[src/lmbs_pkg.sv]
package lmbs_pkg;

	// Panel geometry and plane count
	localparam int MATRIX_COLUMNS = 64;
	localparam int MATRIX_ROWS    = 32;
	localparam int PLANE_COUNT    = 8;

	localparam int ROW_PAIRS  = MATRIX_ROWS / 2;
	localparam int COL_W      = $clog2(MATRIX_COLUMNS);
	localparam int SROW_W     = (ROW_PAIRS > 1) ? $clog2(ROW_PAIRS) : 1;
	localparam int PLANE_W    = (PLANE_COUNT > 1) ? $clog2(PLANE_COUNT) : 1;

	// Each half of the panel lives in its own bank
	localparam int BANK_DEPTH = ROW_PAIRS * MATRIX_COLUMNS;
	localparam int ADDR_W     = $clog2(BANK_DEPTH);

	// Fixed field widths
	localparam int COORD_W    = 8;
	localparam int COLOR_W    = 24;
	localparam int CHAN_W     = 8;
	localparam int ROWADDR_W  = 4;
	localparam int BASE_W     = 10;
	localparam int ON_W       = 17;

	localparam logic [BASE_W-1:0] BASE_RESET = 10'd5;

	// Scan phases
	typedef enum logic [1:0] {
		PH_SHIFT = 2'd0,
		PH_LATCH = 2'd1,
		PH_ON    = 2'd2
	} phase_t;

	// Queue between front and back
	localparam int QUEUE_DEPTH = 4;
	localparam int QPTR_W      = $clog2(QUEUE_DEPTH);
	localparam int QCNT_W      = $clog2(QUEUE_DEPTH + 1);

	// One classified transaction handed from front to back
	typedef struct packed {
		logic                 is_write;
		logic                 reject;
		logic                 bank;
		logic [ADDR_W-1:0]    addr;
		logic [PLANE_W-1:0]   plane;
		logic [ROWADDR_W-1:0] row_addr;
		logic                 shift;
		logic                 latch;
		logic                 enable;
		logic [COLOR_W-1:0]   color;
	} op_t;

endpackage

[src/lmbs_queue.sv]
module lmbs_queue import lmbs_pkg::*; (
	input  logic clk,
	input  logic arst_n,
	input  logic push,
	input  op_t  push_op,
	output logic full,
	output logic pop_valid,
	input  logic pop_ready,
	output op_t  pop_op
);

	op_t               entry_q [QUEUE_DEPTH];
	logic [QPTR_W-1:0] wr_ptr_q, rd_ptr_q;
	logic [QCNT_W-1:0] cnt_q;
	logic              pop;

	assign full      = (cnt_q == QCNT_W'(QUEUE_DEPTH));
	assign pop_valid = (cnt_q != '0);
	assign pop       = pop_valid && pop_ready;
	assign pop_op    = entry_q[rd_ptr_q];

	// Storage
	always_ff @(posedge clk) begin
		if (push) begin
			entry_q[wr_ptr_q] <= push_op;
		end
	end

	// Pointers and fill count
	always_ff @(posedge clk or negedge arst_n) begin
		if (!arst_n) begin
			wr_ptr_q <= '0;
			rd_ptr_q <= '0;
			cnt_q    <= '0;
		end else begin
			if (push) begin
				wr_ptr_q <= (wr_ptr_q == QPTR_W'(QUEUE_DEPTH - 1)) ? '0 : wr_ptr_q + QPTR_W'(1);
			end
			if (pop) begin
				rd_ptr_q <= (rd_ptr_q == QPTR_W'(QUEUE_DEPTH - 1)) ? '0 : rd_ptr_q + QPTR_W'(1);
			end
			if (push && !pop) begin
				cnt_q <= cnt_q + QCNT_W'(1);
			end else if (pop && !push) begin
				cnt_q <= cnt_q - QCNT_W'(1);
			end
		end
	end

endmodule

[config.mk]
export PLATFORM = sky130hd
export DESIGN_NAME = lmbs_queue
export DESIGN_NICKNAME = d
export VERILOG_FILES = /design/src/lmbs_pkg.sv /design/src/lmbs_queue.sv
export SDC_FILE = /design/constraint.sdc
export NUM_CORES = 1
export LEC_CHECK = 0
export BUFFER_PORTS_ARGS = -buffer_cell sky130_fd_sc_hd__buf_2
export CORE_UTILIZATION = 41
export DETAILED_ROUTE_END_ITERATION = 8
export SYNTH_ARGS = -nofsm -noshare
export SYNTH_HDL_FRONTEND = slang
export SYNTH_SLANG_ARGS = --single-unit
[constraint.sdc]
create_clock -name clk -period 2 [get_ports clk]
set_input_delay 0 -clock clk [delete_from_list [all_inputs] [get_ports clk]]
set_output_delay 0 -clock clk [all_outputs]
set_load 0.005 [all_outputs]
==> impl_metrics.py <==
metrics = {
    "final_layout": {
        "finish.utilization_pct": 53.17,
        "multiInputGateArea_sq_um": 1320,
        "drive_above_1_share_pct": 43.19,
        "final_common_cell": "edfxtp_1",
        "layout_common_cells": "188 x edfxtp_1, 99 x buf_2, 50 x dlygate4sd3_1",
        "fill_cells": 1363,
        "fin_cells": 696,
        "seqCellArea_sq_um": 5828,
        "design_area_sq_um": 9165,
        "area_growth_syn_to_layout_pct": 26.93,
        "fin_nets": 518,
    },
    "setup_path": {
        "cp.required_ns": 2.34,
        "cpMostUsedCell": "xor2_1",
        "path_cells": "or3_4 -> nand2_2 -> ha_4 -> inv_1 -> fa_2 -> xor2_1 -> nor2_1 -> xor2_1",
        "reg2reg_from": "cnt_q[0]$_DFFE_PN0P_",
        "arrival_ns": 2.27,
        "setup.worst_path.end_class": "register",
        "reg2reg_slack_ns": 0.07,
        "rr_endpoint": "cnt_q[2]$_DFFE_PN0P_",
        "start_kind": "register",
        "slowest_stage": "or3_4",
        "worst_path_largest_cell_delay_ns": 0.39,
        "crit_buf_inv": 1,
        "reg2reg_depth": 8,
        "worstPathMaxFanout": 2,
        "crit_family": "simple AND/OR/NAND/NOR gates",
        "setup.worst_path.class": "reg2reg",
    },
    "grt": {
        "grt_pass1_vias": 3665,
        "grt_max_degree": 28,
        "antenna_found_initial": 1,
        "grt_pass1_wl_um": 19450,
        "overflow": 0,
        "grt.total_usage_pct": 14.91,
    },
    "power": {
        "intPower_w": 0.008707,
        "switching_share_pct": 26.53,
        "p_leak_nw": 3.194,
        "clkPwrFrac_pct": 24.4,
        "p_seq_share_pct": 46.7,
        "comb_power_share_pct": 28.9,
        "pwr_density_cell_nw_per_um2": 1293,
        "power_switching_w": 0.003145,
        "peakVddDrop_uv": 655.7,
    },
    "synthesis": {
        "synth_fa_ha_area_share_pct": 1.317,
        "ys_seq_elements": 195,
        "synth_mux_area_share_pct": 15.23,
        "synth-simple-area-share_pct": 0.8491,
        "synth_cell_types": 21,
        "synth_xor_area_share_pct": 0.3639,
        "synth.top_cell.area_share_pct": 78.18,
        "postSynthCellCount": 283,
        "synth_top_family_by_area": "multiplexers",
        "synth-warning-count": 0,
        "syn_avg_cell_area_sq_um": 25.51,
        "synth_area_leader_cell": "edfxtp_1",
        "synthTopCellsByArea": "edfxtp_1 78%, mux4_2 14%, dfrtp_1 2.4%, ha_1 1.0%, mux4_1 0.73%",
        "yosysSeqAreaShare_pct": 80.61,
        "synth_compound_area_share_pct": 0.1386,
        "syn_nets": 341,
        "synth_area_sq_um": 7221,
    },
    "hold_path": {
        "whs_path_depth": 4,
        "min_from": "pop_ready",
        "min_to": "cnt_q[0]$_DFFE_PN0P_",
        "hold_class": "in2reg",
    },
    "timing": {
        "tightest_slew_ns": 0.4134,
        "fin_tns_setup_ns": 0,
        "finalHoldViolations": 0,
        "relSlewSlack_pct": 72.44,
        "skew_ns": 0.006445,
        "drv_slew": 0,
        "timing.hold.ws_ns": 0.01383,
        "period_needed_ns": 1.930,
        "fmax_mhz": 518.0,
        "rsz0062_at_grt": "false",
        "setup_viol": 0,
        "period_share_pct": 96.52,
    },
    "cts": {
        "cts_tree": "built",
        "htree_levels": 4,
        "clock_sinks": 195,
        "cts_root_buf": "clkbuf_16",
        "clock_path_buffers": 2,
        "numCtsBuffers": 17,
        "clock_latency_ns": 0.42,
        "path_clk_slew_ns": 0.07,
    },
    "placement": {
        "port_buffers": 99,
        "place.gp.congestion": 0.7056,
        "dp_cells": 613,
        "dpl-instance-area_sq_um": 8117,
        "dp_hpwl_um": 7420,
    },
    "route": {
        "wirelength_um": 12430,
        "ant_nets": 0,
        "routed_via_density": 4.874,
        "first_pass_iters": 4,
        "drc_errors": 0,
        "initialDrtViolationCount": 219,
        "wl_per_cell_um": 17.86,
        "via_count": 3392,
    },
    "floorplanning": {
        "dieArea_sq_um": 18150,
        "core_area_sq_um": 17240,
        "io_pins": 100,
        "die_h_um": 134.7,
        "rows": 48,
        "fp.dieW_um": 134.7,
        "initial_core_util_pct": 41.89,
    },
    "status": {
        "outcome": "completed",
    },
    "flow_run": {
        "cap_violations": 0,
    },
}
-- per-stage QoR --
stage / worst slack [ns] / total power [W]
6_report: 0.06959 / 0.01185
5_1_grt: 0.005684 / 0.01247
4_1_cts: -0.01701 / 0.01206
3_5_place_dp: -0.01952 / 0.009033
3_3_place_gp: 0.09917 / 0.008946
2_1_floorplan: 0.002887 / 0.007626
-- worst max path at each step --
stage | startpoint | to | slack [ns] | cells past startpoint
after CTS | cnt_q[0]$_DFFE_PN0P_ | cnt_q[2]$_DFFE_PN0P_ | -0.02 | 8
after floorplan | cnt_q[0]$_DFFE_PN0P_ | cnt_q[2]$_DFFE_PN0P_ | 0.003 | 8
after global placement | cnt_q[0]$_DFFE_PN0P_ | cnt_q[2]$_DFFE_PN0P_ | 0.1 | 8
final | cnt_q[0]$_DFFE_PN0P_ | cnt_q[2]$_DFFE_PN0P_ | 0.07 | 8
after global routing | cnt_q[1]$_DFFE_PN0P_ | cnt_q[2]$_DFFE_PN0P_ | 0.006 | 8
after detailed placement | cnt_q[0]$_DFFE_PN0P_ | cnt_q[2]$_DFFE_PN0P_ | -0.02 | 8
-- final cells by class --
type / instances / area share, %
antenna: 1 / 0.02730
timing repair buffer: 169 / 13.32
tap: 225 / 3.072
multi-input combinational: 74 / 14.40
clock inverter: 9 / 0.6962
sequential: 195 / 63.59
clock buffer: 20 / 4.765
inverter: 3 / 0.1229
-- cells in the mapped netlist (all sizes together) --
cell type and count:
ha 6, edfxtp 188, inv 3, clkbuf 2, o21ai 2, nand2 3
dfrtp 7, xor2 2, fa 1, mux2 3, or3 1, mux4 47
nor3b 1, nor2 3, xnor2 1, buf 9, and2 4
-- what timing repair did --
item / CTS / global route
endpoints found under the hold margin: 197 / 0
buffers inserted: 2 / 1
pin swaps: 1 / 1
hold buffers: 50 / 0
gates resized for setup: 1 / 4
endpoints found under the setup margin: 7 / 4
-- power groups by stage --
| stage | registers (W) | logic (W) | clock network [W] |
|---|---|---|---|
| after detailed placement | 0.00567 | 0.00336 | 0 |
| final | 0.00553 | 0.00343 | 0.00289 |
| after floorplan | 0.00546 | 0.00216 | 0 |
| after global placement | 0.00562 | 0.00333 | 0 |
| after global routing | 0.00560 | 0.00375 | 0.00312 |
| after CTS | 0.00555 | 0.00353 | 0.00298 |
-- sequential cells by signal, summed over array words and instances, names as in the netlist --
signal    flops
cnt_q         3
entry_q     188
rd_ptr_q      2
wr_ptr_q      2
-- layer usage --
layer	wire length (um)	share of wire, %	track usage [%]	up-vias
li1	-	-	-	1550
met1	5565	45	18.93	1754
met2	6252	50	24.46	75
met3	458	3.7	4.092	13
met4	155	1.2	5.805	0
met5	0	0	0	-
-- worst reg2reg max path: cells and delay by family (launching register included) --
family	cells	cell delay (ns)
flip-flops	1	0.38
XOR/XNOR	2	0.33
buffers and inverters	1	0.05
AND/OR/NAND/NOR	3	0.63
adder cells (fa/ha/maj)	2	0.46
-- kinds of logic (layout without fill, tap and decap cells) --
logic type	count (synthesis)	in the layout
compound gates	2	2
xor+xnor	3	3
fa+ha+maj	7	7
buf+inv	14	201
flops	195	195
mux	50	50
other cells	0	1
simple gates	12	12
Power figures use the tool's default switching activity.
