**config.mk**
```make
export PLATFORM = sky130hd
export DESIGN_NAME = lmbs_front
export DESIGN_NICKNAME = d
export VERILOG_FILES = /design/src/lmbs_pkg.sv /design/src/lmbs_front.sv
export SDC_FILE = /design/constraint.sdc
export NUM_CORES = 1
export LEC_CHECK = 0
export BUFFER_PORTS_ARGS = -buffer_cell sky130_fd_sc_hd__buf_2
export CAP_MARGIN = 25
export CORE_MARGIN = 4
export CORE_UTILIZATION = 56
export CTS_CLUSTER_SIZE = 14
export DETAILED_ROUTE_END_ITERATION = 8
export MAX_ROUTING_LAYER = met4
export PLACE_DENSITY = 0.87
export RECOVER_POWER = 25
export SLEW_MARGIN = 25
export SYNTH_ARGS = -nofsm -noshare
export SYNTH_HDL_FRONTEND = slang
export SYNTH_SLANG_ARGS = --single-unit
```
**constraint.sdc**
```tcl
create_clock -name clk -period 6.67 [get_ports clk]
set_input_delay 1.0005 -clock clk [delete_from_list [all_inputs] [get_ports clk]]
set_output_delay 1.0005 -clock clk [all_outputs]
set_load 0.02 [all_outputs]
```
**src/lmbs_pkg.sv**
```systemverilog
package lmbs_pkg;

	// Panel geometry and plane count
	localparam int MATRIX_COLUMNS = 64;
	localparam int MATRIX_ROWS    = 32;
	localparam int PLANE_COUNT    = 8;

	localparam int ROW_PAIRS  = MATRIX_ROWS / 2;
	localparam int COL_W      = $clog2(MATRIX_COLUMNS);
	localparam int SROW_W     = (ROW_PAIRS > 1) ? $clog2(ROW_PAIRS) : 1;
	localparam int PLANE_W    = (PLANE_COUNT > 1) ? $clog2(PLANE_COUNT) : 1;

	// Each half of the panel lives in its own bank
	localparam int BANK_DEPTH = ROW_PAIRS * MATRIX_COLUMNS;
	localparam int ADDR_W     = $clog2(BANK_DEPTH);

	// Fixed field widths
	localparam int COORD_W    = 8;
	localparam int COLOR_W    = 24;
	localparam int CHAN_W     = 8;
	localparam int ROWADDR_W  = 4;
	localparam int BASE_W     = 10;
	localparam int ON_W       = 17;

	localparam logic [BASE_W-1:0] BASE_RESET = 10'd5;

	// Scan phases
	typedef enum logic [1:0] {
		PH_SHIFT = 2'd0,
		PH_LATCH = 2'd1,
		PH_ON    = 2'd2
	} phase_t;

	// Queue between front and back
	localparam int QUEUE_DEPTH = 4;
	localparam int QPTR_W      = $clog2(QUEUE_DEPTH);
	localparam int QCNT_W      = $clog2(QUEUE_DEPTH + 1);

	// One classified transaction handed from front to back
	typedef struct packed {
		logic                 is_write;
		logic                 reject;
		logic                 bank;
		logic [ADDR_W-1:0]    addr;
		logic [PLANE_W-1:0]   plane;
		logic [ROWADDR_W-1:0] row_addr;
		logic                 shift;
		logic                 latch;
		logic                 enable;
		logic [COLOR_W-1:0]   color;
	} op_t;

endpackage

```
**src/lmbs_front.sv**
```systemverilog
module lmbs_front import lmbs_pkg::*; (
	input  logic                      clk,
	input  logic                      arst_n,
	input  logic                      in_valid,
	output logic                      in_ready,
	input  logic                      kind,
	input  logic signed [COORD_W-1:0] pixel_x,
	input  logic signed [COORD_W-1:0] pixel_y,
	input  logic [COLOR_W-1:0]        pixel_color,
	input  logic                      cfg_valid,
	input  logic [BASE_W-1:0]         cfg_data,
	input  logic                      clearing,
	input  logic                      q_full,
	output logic                      push,
	output op_t                       push_op
);

	localparam logic signed [9:0] COLS_S = 10'(MATRIX_COLUMNS);
	localparam logic signed [9:0] ROWS_S = 10'(MATRIX_ROWS);
	localparam logic signed [9:0] RP_S   = 10'(ROW_PAIRS);

	logic [BASE_W-1:0]  base_q;
	logic [SROW_W-1:0]  row_q, row_d;
	logic [PLANE_W-1:0] plane_q, plane_d;
	logic [COL_W-1:0]   col_q, col_d;
	phase_t             phase_q, phase_d;
	logic [ON_W-1:0]    left_q, left_d;

	logic               accept;
	logic               tick;
	logic signed [9:0]  x_ext, y_ext, y_sw, hy, hy_loc;
	logic               reject;
	logic               wr_bank;
	logic [9:0]         hy_bits;
	logic [ADDR_W-1:0]  wr_addr, rd_addr;
	logic [ON_W-1:0]    on_load;
	logic [SROW_W+ROWADDR_W-1:0] row_wide;
	logic               is_shift, is_latch, is_on;

	assign in_ready = !clearing && !q_full;
	assign accept   = in_valid && in_ready;
	assign tick     = accept && !kind;

	// Base on-time register
	always_ff @(posedge clk or negedge arst_n) begin
		if (!arst_n) begin
			base_q <= BASE_RESET;
		end else if (cfg_valid) begin
			base_q <= cfg_data;
		end
	end

	// Pixel write: swap row pairs, flip row order, bound check
	always_comb begin
		x_ext   = 10'(pixel_x);
		y_ext   = 10'(pixel_y);
		y_sw    = pixel_y[0] ? (y_ext - 10'sd1) : (y_ext + 10'sd1);
		reject  = (x_ext < 10'sd0) || (x_ext >= COLS_S) ||
		          (y_sw < 10'sd0) || (y_sw >= ROWS_S);
		hy      = ROWS_S - 10'sd1 - y_sw;
		wr_bank = (hy >= RP_S);
		hy_loc  = wr_bank ? (hy - RP_S) : hy;
		hy_bits = hy_loc;
		wr_addr = ADDR_W'(hy_bits[SROW_W-1:0]) * ADDR_W'(MATRIX_COLUMNS) +
		          ADDR_W'(x_ext[COL_W-1:0]);
	end

	// Scan read address for the current column of both halves
	assign rd_addr  = ADDR_W'(row_q) * ADDR_W'(MATRIX_COLUMNS) + ADDR_W'(col_q);
	assign on_load  = ON_W'(base_q) << plane_q;
	assign row_wide = {ROWADDR_W'(0), row_q};

	// Scan sequencer next state
	always_comb begin
		row_d    = row_q;
		plane_d  = plane_q;
		col_d    = col_q;
		phase_d  = phase_q;
		left_d   = left_q;
		is_shift = 1'b0;
		is_latch = 1'b0;
		is_on    = 1'b0;
		unique case (phase_q)
			PH_LATCH: begin
				is_latch = 1'b1;
				left_d   = on_load;
				phase_d  = PH_ON;
			end
			PH_ON: begin
				is_on = 1'b1;
				if (left_q <= ON_W'(1)) begin
					left_d  = '0;
					phase_d = PH_SHIFT;
					if (plane_q == PLANE_W'(PLANE_COUNT - 1)) begin
						plane_d = '0;
						if (row_q == SROW_W'(ROW_PAIRS - 1)) begin
							row_d = '0;
						end else begin
							row_d = row_q + SROW_W'(1);
						end
					end else begin
						plane_d = plane_q + PLANE_W'(1);
					end
				end else begin
					left_d = left_q - ON_W'(1);
				end
			end
			default: begin
				is_shift = 1'b1;
				if (col_q == COL_W'(MATRIX_COLUMNS - 1)) begin
					col_d   = '0;
					phase_d = PH_LATCH;
				end else begin
					col_d   = col_q + COL_W'(1);
					phase_d = PH_SHIFT;
				end
			end
		endcase
	end

	always_ff @(posedge clk or negedge arst_n) begin
		if (!arst_n) begin
			row_q   <= '0;
			plane_q <= '0;
			col_q   <= '0;
			phase_q <= PH_SHIFT;
			left_q  <= '0;
		end else if (tick) begin
			row_q   <= row_d;
			plane_q <= plane_d;
			col_q   <= col_d;
			phase_q <= phase_d;
			left_q  <= left_d;
		end
	end

	// Classified transaction toward the queue
	always_comb begin
		push_op.is_write = kind;
		push_op.reject   = kind && reject;
		push_op.bank     = wr_bank;
		push_op.addr     = kind ? wr_addr : rd_addr;
		push_op.plane    = plane_q;
		push_op.row_addr = row_wide[ROWADDR_W-1:0];
		push_op.shift    = !kind && is_shift;
		push_op.latch    = !kind && is_latch;
		push_op.enable   = !kind && is_on;
		push_op.color    = pixel_color;
	end

	assign push = accept;

endmodule

```
==> results.ini, run 1 <==
[sta]
finalCriticalPeriod_ps = 4810
fmax_ghz = 0.208
worst_slew_pin_slew_ps = 2230
setup_tns_ps = 0
rsz0062_at_grt = false
maxSlewHeadroom_pct = -48.5
fin_ws_ps = 1860
clock_skew_ps = 6.12
slew_violations = 43
finalSetupViolCount = 0
min_period_over_period_pct = 72.1
hold_viol_final = 0

[logic_synthesis]
yosys_warnings = 0
synth_ff_type = dfrtp_1
syn_area_per_cell_sq_um = 8.88
synth_edf_count = 0
yosys.area_share.simple_pct = 18.5
synthTopCellsByCount = 40 x dfrtp_1, 29 x nor2_1, 29 x o21ai_0
yosysTopAreaCell = dfrtp_1
ys_seq_area_share_pct = 31.7
synth_top_area_share_pct = 30.1
synth_xor_area_share_pct = 2.37
synth-adder-area-share_pct = 7.16
synth_cell_type_count = 57
muxShareOfSynthArea_pct = 13.0
synthCells = 374
synth_fp_nets = 450
synth_top_family_by_area = simple AND/OR/NAND/NOR gates
synthTopCellsByArea = dfrtp_1 30%, mux2_2 8.8%, ha_1 7.2%, buf_4 5.9%, o21ai_0 4.4%
synth_compound_area_share_pct = 17.8
syn-cell-area_sq_um = 3320
synth_most_common_cell = dfrtp_1
synth-async-reset-ratio_pct = 100
ys_ff_latch = 42

[setup_path]
arrival_ps = 3810
reg2reg_from = left_q[13]
cp-end-kind = primary output
worstSetupPathType = input port to primary output
cp-start-kind = input port
startpoint = pixel_y[0]
required_ps = 5670
crit_fanout = 12

[detailed_routing]
post_drt_wl_per_cell_um = 15.0
routed_wl_mm = 7.01
drc = 0
viasPerCell = 6.01
ant_nets = 0
via_count = 2811
drt_iter0_markers = 227
firstDrtPassIters = 7

[cts]
htree_levels = 2
cts_sinks = 42
cts_resized = 0
cts_tree = built
holdBufCountCts = 0
clock_path_buffers = 2
postCtsSetupBuffers = 0
clk_latency_ps = 290
cts-root-buf = clkbuf_8
cts.reportedPaths.clkPinSlew_ps = 80
numCtsBuffers = 5

[pwr]
total_power_uw = 619
powerDensity_nw_per_um2 = 175
max-vdd-ir-drop_v = 0.000149
power_leakage_uw = 0.00162

[die]
fp.dieW_um = 85.0
ios = 106
placementRows = 27
dieHeight_um = 85.0
die-area_sq_um = 7230
start_util_pct = 58.9
coreArea_sq_um = 5640

[cells_and_area]
regArea_sq_um = 1050
fillers = 463
area_growth_pct = 6.33
diodes = 0
multi_input_area_sq_um = 1960
final_nets = 471
layout-drive-gt1-share_pct = 27.3

[run_status]
status = finished, violations left
violations = capacitance limit, slew limit

[grt]
grt_pass1_wl_mm = 11.9
antenna_found_initial = 0
grt_pass1_vias = 2676
overflow = 0
grt_max_degree = 43
grt_usage_pct = 20.0

[placed_design]
place_ws_ps = 1900
hpwl_mm = 5.16
port_buffers = 57
place_congestion = 0.871

[min_path]
min_path_type = register to register
min_from = left_q[8]

[job]
drv_cap = 1

final timing paths:
path / end / slack, ps / depth (start not counted)
setup / recovery: push_op[44] / 1860 / 13
hold / removal: left_q[8] / 510 / 1
setup reg to reg: left_q[5] / 3620 / 7
hold reg to reg: left_q[8] / 510 / 1
max in group asynchronous: col_q[0] / 4040 / 1
min in group asynchronous: left_q[3] / 1350 / 1
where the power goes:
group	internal [uW]	total (uW)	switching (uW)	leakage, uW
sequential	274	294	20.4	0.000545
combinational	69.9	153	83.0	0.00103
clock	83.6	172	88.6	0.0000482
per-stage QoR:
step | util [%] | hold WS (ps) | std cells | area [sq um]
after floorplan | - | 467 | 374 | 3320
after global routing | 62.6 | 543 | 468 | 3530
after detailed placement | 61.0 | 492 | 460 | 3440
final | 62.6 | 513 | 468 | 3530
after global placement | 61.0 | 488 | 460 | 3440
after CTS | 62.6 | 515 | 468 | 3530
area by class of cell:
type                       count  share of cell area [%]
sequential                    42                    29.8
inverter                      12                    1.28
tap                           72                    2.55
clock inverter                 1                   0.142
clock buffer                   7                    2.44
multi-input combinational    276                    55.5
timing repair buffer          58                    8.25
routing by layer:
| metal | vias to the layer above | part of all wire (%) | GRT usage, % |
|---|---|---|---|
| li1 | 1369 | - | - |
| met2 | 95 | 50 | 33.8 |
| met1 | 1335 | 43 | 24.4 |
| met5 | - | 0 | - |
| met4 | 0 | 1.2 | 5.76 |
| met3 | 12 | 6.0 | 3.79 |
kinds of logic after synthesis:
logic type	count (synthesis)
simple gates	116
fa+ha+maj	19
compound gates	92
mux	40
xor+xnor	9
buf+inv	56
flops	42
layout by cell type (no fill, tap or decap), drive strengths merged, types with 8 or more instances in the layout:
master	n
clkbuf	8
nor2b	8
dfrtp	40
mux2	26
inv	12
o21ai	29
buf	57
a21oi	22
mux2i	14
nand2	27
nor2	29
nor3	9
ha	19
critical path, stage by stage:
cell and delay, ps:
buf_2 180, ha_1 260, o21ai_0 230, nor4b_1 380
o21bai_1 190, xor2_1 260, inv_1 70, ha_1 290
nand4b_1 220, nor4b_1 290, a31oi_1 120, nor3b_1 150
buf_2 160
flip-flops by register name (all words and copies together) (netlist names):
| name | flops |
|---|---|
| base_q | 10 |
| col_q | 6 |
| left_q | 17 |
| phase_q | 2 |
| plane_q | 3 |
| row_q | 4 |
Power figures use the tool's default switching activity.
==> run 2: changes to the inputs <==
CORE_UTILIZATION = 52   (was 56)
PLACE_DENSITY = 0.81   (was 0.87)
clock period = 4.6 ns   (was 6.67 ns; I/O delays follow)
==> results.ini, run 2 (same netlist as run 1, synthesis figures left out) <==
[run_status]
status = finished, violations left  ; unchanged
violations = capacitance limit, slew limit  ; unchanged

[setup_path]
startpoint = pixel_y[0]  ; unchanged
path_cells = buf_2 > ha_1 > o21ai_0 > nor4b_1 > o21bai_1 > xor2_1 > inv_1 > ha_1 > nand4b_1 > nor4b_1 > a31oi_1 > nor3b_1 > buf_2  ; unchanged
crit_path_top_delay_cell = nor4b_1  ; unchanged
r2r_end = left_q[5]  ; unchanged
cp-end-kind = primary output  ; unchanged
reg2reg_from = left_q[13]  ; unchanged
required_ps = 3910  ; was 5670 ps
critPathTopFamily = simple AND/OR/NAND/NOR gates  ; unchanged
crit_fanout = 12  ; unchanged
critPathMaxStageDelay_ps = 400  ; was 380 ps
cp-start-kind = input port  ; unchanged
path_buf_inv = 3  ; unchanged
arrival_ps = 3510  ; was 3810 ps
ff2ff_path_depth = 7  ; unchanged
worstSetupPathType = input port to primary output  ; unchanged
cp.depth = 13  ; unchanged
reg2reg_slack_ps = 1610  ; was 3620 ps

[die]
dieHeight_um = 87.9  ; was 85.0 um
placementRows = 28  ; was 27
fp.dieW_um = 87.9  ; was 85.0 um
die-area_sq_um = 7730  ; was 7230 sq um
coreArea_sq_um = 6060  ; was 5640 sq um
start_util_pct = 54.8  ; was 58.9%
ios = 106  ; unchanged

[cts]
holdBufCountCts = 0  ; unchanged
cts_resized = 0  ; unchanged
htree_levels = 2  ; unchanged
numCtsBuffers = 5  ; unchanged
cts-root-buf = clkbuf_8  ; unchanged
postCtsSetupBuffers = 0  ; unchanged
cts.reportedPaths.clkPinSlew_ps = 80  ; about the same
cts_sinks = 42  ; unchanged
clk_latency_ps = 290  ; about the same
cts_tree = built  ; unchanged
clock_path_buffers = 2  ; unchanged

[detailed_routing]
ant_nets = 0  ; unchanged
firstDrtPassIters = 4  ; was 7
viasPerCell = 5.97  ; was 6.01
wl_met3_um = 403  ; was 424 um
met1_length_mm = 2.98  ; was 3.00 mm
via_count = 2804  ; was 2811
post_drt_wl_per_cell_um = 14.7  ; was 15.0 um
drc = 0  ; unchanged
met2_length_mm = 3.43  ; was 3.50 mm
routed_wl_mm = 6.92  ; was 7.01 mm
drt_iter0_markers = 163  ; was 227
dr.max_layer_used = met4  ; unchanged

[pwr]
p_seq_share_pct = 44.9  ; was 47.5%
netSwitchingFraction_pct = 29.0  ; was 31.0%
power_leakage_uw = 0.00163  ; was 0.00162 uW
combPwrFrac_pct = 23.6  ; was 24.7%
total_power_uw = 947  ; was 619 uW
max-vdd-ir-drop_v = 0.000155  ; was 0.000149 V
p_int_uw = 672  ; was 427 uW
powerDensity_nw_per_um2 = 266  ; was 175 nW/um^2
power_frac_clock_pct = 31.5  ; was 27.8%
p_switching_uw = 275  ; was 192 uW

[sta]
worst_slew_pin_slew_ps = 2260  ; was 2230 ps
clock_skew_ps = 8.76  ; was 6.12 ps
rsz0062_at_grt = false  ; unchanged
hold_viol_final = 0  ; unchanged
finalCriticalPeriod_ps = 4200
maxSlewHeadroom_pct = -50.6  ; was -48.5%
finalSetupViolCount = 0  ; unchanged
setup_tns_ps = 0  ; unchanged
min_period_over_period_pct = 91.4
fmax_ghz = 0.238
whs_ps = 512  ; was 513 ps
slew_violations = 43  ; unchanged

[cells_and_area]
fillers = 540  ; was 463
final_nets = 471  ; unchanged
diodes = 0  ; unchanged
layout-drive-gt1-share_pct = 27.3  ; about the same
regMostFlops = left_q  ; unchanged
mostFrequentLayoutCells = 56 x buf_2, 40 x dfrtp_1, 29 x o21ai_0, 29 x nor2_1, 27 x nand2_1  ; unchanged
top_regs = left_q: 17 flops, base_q: 10 flops, col_q: 6 flops  ; unchanged
largest_reg_flops = 17  ; unchanged
area_growth_pct = 7.08  ; was 6.33%
final_common_cell = buf_2  ; unchanged
stdcell_count = 470  ; was 468
post-route-util_pct = 58.7  ; was 62.6%

[placed_design]
dp.cells = 463  ; was 460
port_buffers = 57  ; unchanged
place_congestion = 0.933  ; was 0.871
hpwl_mm = 5.13  ; was 5.16 mm

[grt]
grt_pass1_wl_mm = 11.6  ; was 11.9 mm
grt_pass1_vias = 2673  ; was 2676
antenna_found_initial = 0  ; unchanged
grt_usage_pct = 18.9  ; was 20.0%
overflow = 0  ; unchanged
grt_max_degree = 43  ; unchanged

[min_path]
min_to = left_q[9]  ; was left_q[8]
min_path_type = register to register  ; unchanged
min_from = left_q[9]  ; was left_q[8]
hold-path-cell-count = 1  ; unchanged

[job]
drv_cap = 1  ; unchanged

## run 2: power by group through the flow
stage | logic (uW) | registers, uW | clock network (uW)
CTS | 224 | 425 | 302
detailed placement | 223 | 433 | 0
finish | 224 | 425 | 298
global placement | 214 | 431 | 0
global route | 251 | 430 | 321
floorplan | 194 | 424 | 0
## run 2: layout make-up
| type | count | area (sq um) | area share (%) |
|---|---|---|---|
| flip-flops and latches | 42 | 1050 | 29.6 |
| multi-input cells | 276 | 1960 | 55.1 |
| clock inverters | 1 | 30.0 | 0.844 |
| well taps | 75 | 93.8 | 2.64 |
| clock buffers | 6 | 82.6 | 2.32 |
| inverters | 12 | 45.0 | 1.27 |
| repair buffers | 58 | 292 | 8.20 |
## run 2: worst max path at each step
stage	to	slack, ps
3_5_place_dp	push_op[44]	460
6_report	push_op[44]	400
5_1_grt	push_op[44]	210
3_3_place_gp	push_op[44]	600
2_1_floorplan	push_op[44]	960
4_1_cts	push_op[44]	450
## run 2: layer usage
| metal | track usage (%) | up-vias |
|---|---|---|
| met4 | 5.30 | 0 |
| met3 | 3.29 | 11 |
| met2 | 32.9 | 84 |
| met1 | 22.4 | 1344 |
| met5 | - | - |
| li1 | - | 1365 |
## run 2: per-stage QoR
step,setup WS [ps],area [sq um]
floorplan,965,3320
global placement,599,3450
detailed placement,464,3450
CTS,448,3560
global route,210,3560
finish,397,3560
